## config.mk

```make
export PLATFORM = sky130hd
export DESIGN_NAME = lpato_ram
export DESIGN_NICKNAME = d
export VERILOG_FILES = /design/src/rtl/lpato_ram.sv
export SDC_FILE = /design/constraint.sdc
export NUM_CORES = 1
export LEC_CHECK = 0
export ABC_AREA = 1
export BUFFER_PORTS_ARGS = -buffer_cell sky130_fd_sc_hd__buf_2
export CAP_MARGIN = 5
export CORE_MARGIN = 2
export CORE_UTILIZATION = 57
export CTS_BUF_LIST = sky130_fd_sc_hd__clkbuf_4
export DETAILED_ROUTE_END_ITERATION = 10
export GPL_TIMING_DRIVEN = 0
export HOLD_SLACK_MARGIN = 0.06
export PLACE_DENSITY = 0.88
export RECOVER_POWER = 100
export REMOVE_ABC_BUFFERS = 1
export SYNTH_ARGS = -nofsm -noshare
export SYNTH_HDL_FRONTEND = slang
export SYNTH_SLANG_ARGS = --single-unit
```

## constraint.sdc

```tcl
create_clock -name clk -period 1.2 [get_ports clk]
set_input_delay 0.24 -clock clk [delete_from_list [all_inputs] [get_ports clk]]
set_output_delay 0.24 -clock clk [all_outputs]
set_load 0.02 [all_outputs]
```

## src/rtl/lpato_ram.sv

```systemverilog
// generic single write port ram with registered read
module lpato_ram #(
    parameter int WIDTH = 8,
    parameter int DEPTH = 16
) (
    input  logic                                     clk,
    input  logic                                     we,
    input  logic [((DEPTH > 1) ? $clog2(DEPTH) : 1)-1:0] waddr,
    input  logic [WIDTH-1:0]                         wdata,
    input  logic                                     re,
    input  logic [((DEPTH > 1) ? $clog2(DEPTH) : 1)-1:0] raddr,
    output logic [WIDTH-1:0]                         rdata
);

    logic [WIDTH-1:0] mem [DEPTH];
    logic [WIDTH-1:0] rdata_reg;

    always_ff @(posedge clk)
    begin
        if (we)
        begin
            mem[waddr] <= wdata;
        end
        if (re)
        begin
            rdata_reg <= mem[raddr];
        end
    end

    assign rdata = rdata_reg;

endmodule

```

==> impl_summary.txt, run 1 <==
----------------------------------------------------
[Run status]
  Result of the run ... complete, but fails checks
  Violations in the final reports ... negative setup slack

[Power]
  Peak VDD IR ... 855 µV
  Switching Power ... 2.05 mW
  Design internal power ... 7.18 mW
  Portion of total power attributed to the clock network ... 34.7%
  Gate power share ... 7.1%
  Switching part of the total power ... 22.2%
  Static power due to leakage ... 2.70 nW
  Power density cells ... 1440 nW/µm²
  Part of the power in registers ... 58.3%

[Timing]
  Setup repair after global routing missed its margin ... true
  Number of pins exceeding their max-slew limit in the final report ... 0
  Setup TNS ... -0.730 ns
  Skew final ... 0.0140 ns
  Achievable Freq ... 0.768 GHz
  Headroom to the max-slew limit ... 39.5%
  Final setup fails ... 8
  Final Critical Period ... 1.30 ns
  Transition at the pin with the smallest max-transition slack ... 0.904 ns
  Final hold violations ... 0
  Crit share post-route ... 109%
  Final critical-path setup slack ... -0.102 ns

[Floorplan]
  Die Ht ... 105 µm
  Effective utilization at floorplan ... 59.3%
  Die footprint ... 11,100 µm²
  Num ports ... 27
  Core Footprint ... 9860 µm²
  Standard-cell rows ... 36
  Width of the die ... 105 µm

[Clock network]
  Clock transition at path regs ... 0.12 ns
  Number of buffers inserted by post-CTS setup repair ... 0
  Number of buffers created by CTS ... 17
  CTS max path bufs ... 2
  Clock network latency to the later pin of the worst-skew pair ... 0.52 ns
  Sink count of the clock tree ... 136
  TritonCTS clock tree ... built
  Htree depth ... 4
  CTS root buf ... sky130_fd_sc_hd__clkbuf_4

[Yosys]
  Post-Synthesis Cells ... 551
  Post-Synthesis Cell Area ... 5850 µm²
  Synth area leaders ... sky130_fd_sc_hd__edfxtp_1 (70%), sky130_fd_sc_hd__nand2_1 (11%), sky130_fd_sc_hd__nand3_1 (8.3%)
  Library cell with the largest summed area after synthesis ... sky130_fd_sc_hd__edfxtp_1
  Unique cell type count in the Yosys netlist ... 11
  Average size of a mapped cell ... 10.6 µm²
  Proportion of netlist area held by the largest area contributor ... 69.8%
  Yosys warning total ... 0
  Sequential element share of the synthesized area ... 69.8%
  Count of state elements after synthesis ... 136

[Critical path]
  Cells on worst reg2reg path ... 6
  Start-to-end type of the worst setup path ... reg -> out
  Critical Path Max Stage Delay ... 0.40 ns
  RR Endpoint ... rdata[2]
  Startpoint of the most critical register-to-register path ... mem[0][2]
  Cell type of the slowest stage on the worst timing path ... sky130_fd_sc_hd__edfxtp_1
  Required time worst endpoint ... 0.96 ns
  Worst path arrival time ... 1.06 ns
  Peak fanout along the critical path ... 1
  Count of buffering cells on the critical path with inverters included ... 1
  Gate family responsible for the most delay along the worst path ... flip-flops
  Crit end category ... output port
  Sequence of cells on the critical path ... buf_6
  FF-to-FF setup slack ... 0.01 ns
  Type of element launching the critical path ... flop

[Layout]
  Final nets ... 593
  Fillers ... 669
  Number of antenna diodes ... 0
  Area growth syn-to-layout ... 9.24%
  Commonest cells after routing, fill and taps aside ... sky130_fd_sc_hd__nand2_1 (172), sky130_fd_sc_hd__edfxtp_1 (136), sky130_fd_sc_hd__inv_1 (100)
  Max reg flops ... 128
  Share of cells above drive strength 1 ... 9.73%
  Final std cell area, no fill ... 6390 µm²
  Leading cell type in the layout, fill and taps excluded ... sky130_fd_sc_hd__nand2_1

[Route]
  Final routed DRC violation total ... 0
  Detailed-route wire length per cell ... 16.6 µm
  Post-detailed-routing wire length ... 11,900 µm
  Detailed-router iteration count before antenna repair ... 5
  First-iteration detailed-routing DRC count ... 458
  Final antenna-violating net count ... 0
  Vias after detailed routing ... 3,930
  Mean number of vias per cell ... 5.47

[Worst hold path]
  Start point of the worst hold path ... raddr[3]
  Hold Crit Depth ... 3
  Min-Delay Endpoint ... rdata[5]
  Hold/Removal Path Class ... in -> reg

[Place]
  Gp weighted congestion ... 0.825
  Placed wire-length estimate ... 7050 µm
  Number of buffers inserted by port buffering ... 26
  Worst setup slack before clock tree synthesis ... -1.69 ns
  Placed instance area ... 5980 µm²

[Run]
  Max capacitance violation total ... 0

[Global route]
  Total routing resource utilization after global routing ... 22.1%
  Final global-route overflow total ... 0
  Maximum number of pins on one net before global-route repair ... 66
  Global-route wire length before repair ... 18,300 µm
  Initial antenna violation count ... 0
  Number of global-route vias before repair ... 3,769

----------------------------------------------------
==> worst reg2reg max path, delay by kind of cell, from the launching register on <==
kind,cells,cell delay (ns)
DFF,1,0.40
and+or+nand+nor,5,0.49
buffers and inverters,1,0.07
==> logic make-up (layout without fill, tap and decap cells) <==
group                  Yosys count  in the layout  synth area share (%)
AND/OR/NAND/NOR                289            289                  20.8
buffers and inverters          126            161                  9.39
flip-flops                     136            136                  69.8
==> metrics by stage <==
stage               hold WS (ns)  total power [mW]  cells  utilization (%)
floorplan                  0.339              5.79    527                -
global placement           0.608              6.04    686             60.6
detailed placement         0.612              6.08    686             60.6
CTS                       0.0612              9.17    718             64.0
global route               0.196              9.48    719             64.8
finish                     0.226              9.22    719             64.8
==> layout make-up <==
type / instances / area, µm² / area share [%]
timing repair buffer: 28 / 170 / 2.66
clock buffer: 19 / 143 / 2.23
sequential: 136 / 4080 / 63.9
multi-input combinational: 289 / 1280 / 20.0
tap: 133 / 166 / 2.61
clock inverter: 12 / 158 / 2.47
inverter: 102 / 390 / 6.11
==> cell usage after synthesis <==
cell,instances
sky130_fd_sc_hd__nand2_1,173
sky130_fd_sc_hd__edfxtp_1,136
sky130_fd_sc_hd__inv_1,100
sky130_fd_sc_hd__nand3_1,97
sky130_fd_sc_hd__nor2_1,17
sky130_fd_sc_hd__buf_2,13
sky130_fd_sc_hd__buf_6,6
sky130_fd_sc_hd__buf_4,4
sky130_fd_sc_hd__inv_2,2
sky130_fd_sc_hd__nand3b_1,2
sky130_fd_sc_hd__buf_1,1
==> metal layers <==
layer / GRT usage, % / share of wire, % / vias up
li1: - / - / 1829
met1: 26.2 / 38 / 1826
met2: 36.9 / 51 / 242
met3: 5.94 / 8.7 / 33
met4: 11.6 / 2.8 / 0
met5: 0 / 0 / -
==> timing repair <==
action,in CTS,in global routing
hold endpoints to repair,8,9
cloned,0,0
setup endpoints to repair,18,38
gates resized for setup,8,26
hold buffers,1,1
pin swaps,1,9
==> worst max-delay path by stage <==
| stage | from | to | slack (ns) | cells after the start |
|---|---|---|---|---|
| 2_1_floorplan | raddr[0] | rdata[2] | -0.16 | 6 |
| 3_3_place_gp | raddr[0] | rdata[2] | -1.60 | 8 |
| 3_5_place_dp | raddr[0] | rdata[2] | -1.69 | 8 |
| 4_1_cts | rdata[6] | rdata[6] | -0.13 | 1 |
| 5_1_grt | rdata[0] | rdata[0] | -0.17 | 1 |
| 6_report | rdata[5] | rdata[5] | -0.10 | 1 |
==> power groups by stage <==
stage | combinational [mW] | sequential, mW | clock [mW]
finish | 0.650 | 5.37 | 3.20
floorplan | 0.287 | 5.50 | 0
CTS | 0.614 | 5.37 | 3.19
global route | 0.710 | 5.38 | 3.39
global placement | 0.574 | 5.47 | 0
detailed placement | 0.601 | 5.48 | 0
No activity file was read; power rests on OpenSTA's default activity.
==> run 2, diff against run 1 <==
CORE_MARGIN = not set   (was 2)
CORE_UTILIZATION = 60   (was 57)
clock period = 1.7 ns   (was 1.2 ns; I/O delays follow)
==> run 2 against run 1 <==
The flow now finishes without violations. Combinational power fell by 32%. Count of clock-buffer cells in the layout rose by 1. Global-route usage rose by 5.3 points. Sequential share of layout area rose by 1.5 points. Clock power fell by 34%. Final cell count fell by 0.83%. Critical path type is now in -> reg. Highest routed layer unchanged.
==> impl_summary.txt, run 2 (synthesis results as in run 1) <==
----------------------------------------------------
[Global route]
  Global-route wire length before repair ... 19,700 µm (was 18,300 µm)
  Maximum number of pins on one net before global-route repair ... 66 (unchanged)
  Final global-route overflow total ... 0 (unchanged)
  Total routing resource utilization after global routing ... 27.3% (was 22.1%)
  Initial antenna violation count ... 0 (unchanged)
  Number of global-route vias before repair ... 3,913 (was 3,769)

[Timing]
  Final critical-path setup slack ... 0.131 ns (was -0.102 ns)
  Number of pins exceeding their max-slew limit in the final report ... 0 (unchanged)
  Setup TNS ... 0 ns (was -0.730 ns)
  Crit share post-route ... 92.3%
  Achievable Freq ... 0.637 GHz
  Final hold violations ... 0 (unchanged)
  Headroom to the max-slew limit ... 42.4% (was 39.5%)
  Final setup fails ... 0 (was 8)
  Setup repair after global routing missed its margin ... false (was true)
  Skew final ... 0.0117 ns (was 0.0140 ns)
  Final Critical Period ... 1.57 ns
  Transition at the pin with the smallest max-transition slack ... 0.864 ns (was 0.904 ns)

[Critical path]
  Peak fanout along the critical path ... 65 (was 1)
  Worst path arrival time ... 1.83 ns (was 1.06 ns)
  Type of element launching the critical path ... input port (was flop)
  Required time worst endpoint ... 1.96 ns (was 0.96 ns)
  Start-to-end type of the worst setup path ... in -> reg (was reg -> out)
  Crit end category ... flop (was output port)

[Route]
  Mean number of vias per cell ... 5.55 (was 5.47)
  Post-detailed-routing wire length ... 12,400 µm (was 11,900 µm)
  Detailed-router iteration count before antenna repair ... 6 (was 5)
  DRT met1 WL ... 4650 µm (was 4530 µm)
  Final routed DRC violation total ... 0 (unchanged)
  Final antenna-violating net count ... 0 (unchanged)
  Highest routing layer actually used ... met4 (unchanged)
  First-iteration detailed-routing DRC count ... 741 (was 458)
  Vias after detailed routing ... 3,957 (was 3,930)
  Met2 wire len ... 6240 µm (was 6030 µm)
  Detailed-route wire length per cell ... 17.4 µm (was 16.6 µm)
  Amount of wire on met3 after detailed routing ... 1180 µm (was 1040 µm)

[Run status]
  Result of the run ... finished, final reports clean (was complete, but fails checks)

[Layout]
  Number of antenna diodes ... 0 (unchanged)
  Max reg flops ... 128 (unchanged)
  Share of cells above drive strength 1 ... 6.34% (was 9.73%)
  Sequential cell area ... 4080 µm² (unchanged)
  Multi-input gate area in the final layout ... 1210 µm² (was 1280 µm²)
  Final Util ... 66.9% (was 64.8%)
  Leading cell type in the layout, fill and taps excluded ... sky130_fd_sc_hd__nand2_1 (unchanged)
  Area growth syn-to-layout ... 6.70% (was 9.24%)
  Final nets ... 591 (was 593)
  Fillers ... 626 (was 669)
  Commonest cells after routing, fill and taps aside ... sky130_fd_sc_hd__nand2_1 (173), sky130_fd_sc_hd__edfxtp_1 (136), sky130_fd_sc_hd__inv_1 (100) (was sky130_fd_sc_hd__nand2_1 (172), sky130_fd_sc_hd__edfxtp_1 (136), sky130_fd_sc_hd__inv_1 (100))

[Clock network]
  CTS root buf ... sky130_fd_sc_hd__clkbuf_4 (unchanged)
  Htree depth ... 4 (unchanged)
  Sink count of the clock tree ... 136 (unchanged)
  Clock network latency to the later pin of the worst-skew pair ... 0.50 ns (was 0.52 ns)
  Number of buffers created by CTS ... 17 (unchanged)
  Clock transition at path regs ... 0.11 ns (was 0.12 ns)
  CTS max path bufs ... 2 (unchanged)
  Number of buffers inserted by post-CTS setup repair ... 0 (unchanged)
  TritonCTS clock tree ... built (unchanged)

[Floorplan]
  Num ports ... 27 (unchanged)
  Effective utilization at floorplan ... 62.7% (was 59.3%)
  Die Ht ... 101 µm (was 105 µm)
  Standard-cell rows ... 35 (was 36)
  Die footprint ... 10,100 µm² (was 11,100 µm²)
  Width of the die ... 101 µm (was 105 µm)
  Core Footprint ... 9330 µm² (was 9860 µm²)

[Place]
  Placed wire-length estimate ... 7250 µm (was 7050 µm)
  Gp weighted congestion ... 0.805 (was 0.825)
  Worst setup slack before clock tree synthesis ... -1.27 ns (was -1.69 ns)
  Number of buffers inserted by port buffering ... 26 (unchanged)

[Power]
  Power density cells ... 1020 nW/µm² (was 1440 nW/µm²)
  Peak VDD IR ... 725 µV (was 855 µV)
  Static power due to leakage ... 2.63 nW (was 2.70 nW)
  Overall Power ... 6.34 mW (was 9.22 mW)

[Run]
  Max capacitance violation total ... 0 (unchanged)

[Worst hold path]
  Hold/Removal Path Class ... in -> reg (unchanged)

----------------------------------------------------
run 2: cell types whose count changed in the layout (fill, tap and decap cells not counted), moves of 3 or more:
cell                       previous run  this run
sky130_fd_sc_hd__buf_2                8         3
sky130_fd_sc_hd__clkbuf_1            13        21
sky130_fd_sc_hd__clkinv_1             4         1
sky130_fd_sc_hd__clkinv_2             3         6
sky130_fd_sc_hd__nand3_1             87        97
sky130_fd_sc_hd__nand3_2             10         0
sky130_fd_sc_hd__nor2_1              13        17
sky130_fd_sc_hd__nor2_2               4         0
run 2: timing repair:
item,in CTS,in global routing
hold buffers,0,0
endpoints found under the setup margin,8,8
gates resized for setup,2,2
run 2: final timing paths:
kind / start / slack (ns) / endpoint / depth (start not counted)
min: re / 0.25 / rdata[1] / 1
min reg2reg: mem[13][5] / 0.76 / rdata[5] / 6
max reg2reg: mem[1][2] / 0.43 / rdata[2] / 6
max: raddr[0] / 0.13 / rdata[2] / 7
run 2: layer usage:
metal  track usage (%)  vias up
met1              34.2     1873
met4              14.3        0
met5                 0        -
li1                  -     1820
met2              44.3      234
met3              6.87       30
run 2: per-stage QoR:
stage | cell area [µm²] | hold slack, ns | instances
2_1_floorplan | 5680 | 0.439 | 527
3_3_place_gp | 5970 | 0.668 | 682
3_5_place_dp | 5970 | 0.686 | 682
4_1_cts | 6260 | 0.134 | 713
5_1_grt | 6240 | 0.204 | 713
6_report | 6240 | 0.245 | 713
run 2: worst max-delay path: stages:
cell and delay (ns):
sky130_fd_sc_hd__buf_6 0.21, sky130_fd_sc_hd__inv_4 0.55, sky130_fd_sc_hd__nand2_1 0.13, sky130_fd_sc_hd__nand3_1 0.12, sky130_fd_sc_hd__nand3_1 0.13, sky130_fd_sc_hd__nand3_1 0.17, sky130_fd_sc_hd__nand2_1 0.09
run 2: cell type report:
class                   count  area share, %
well taps                 129           2.59
repair buffers             26           1.81
flip-flops and latches    136           65.5
multi-input cells         289           19.5
clock buffers              20           2.41
inverters                 102           6.18
clock inverters            11           2.11
run 2: power by group:
| group | switching, mW | internal, mW |
|---|---|---|
| Sequential | 0.0189 | 3.77 |
| Clock | 1.06 | 1.04 |
| Combinational | 0.338 | 0.106 |
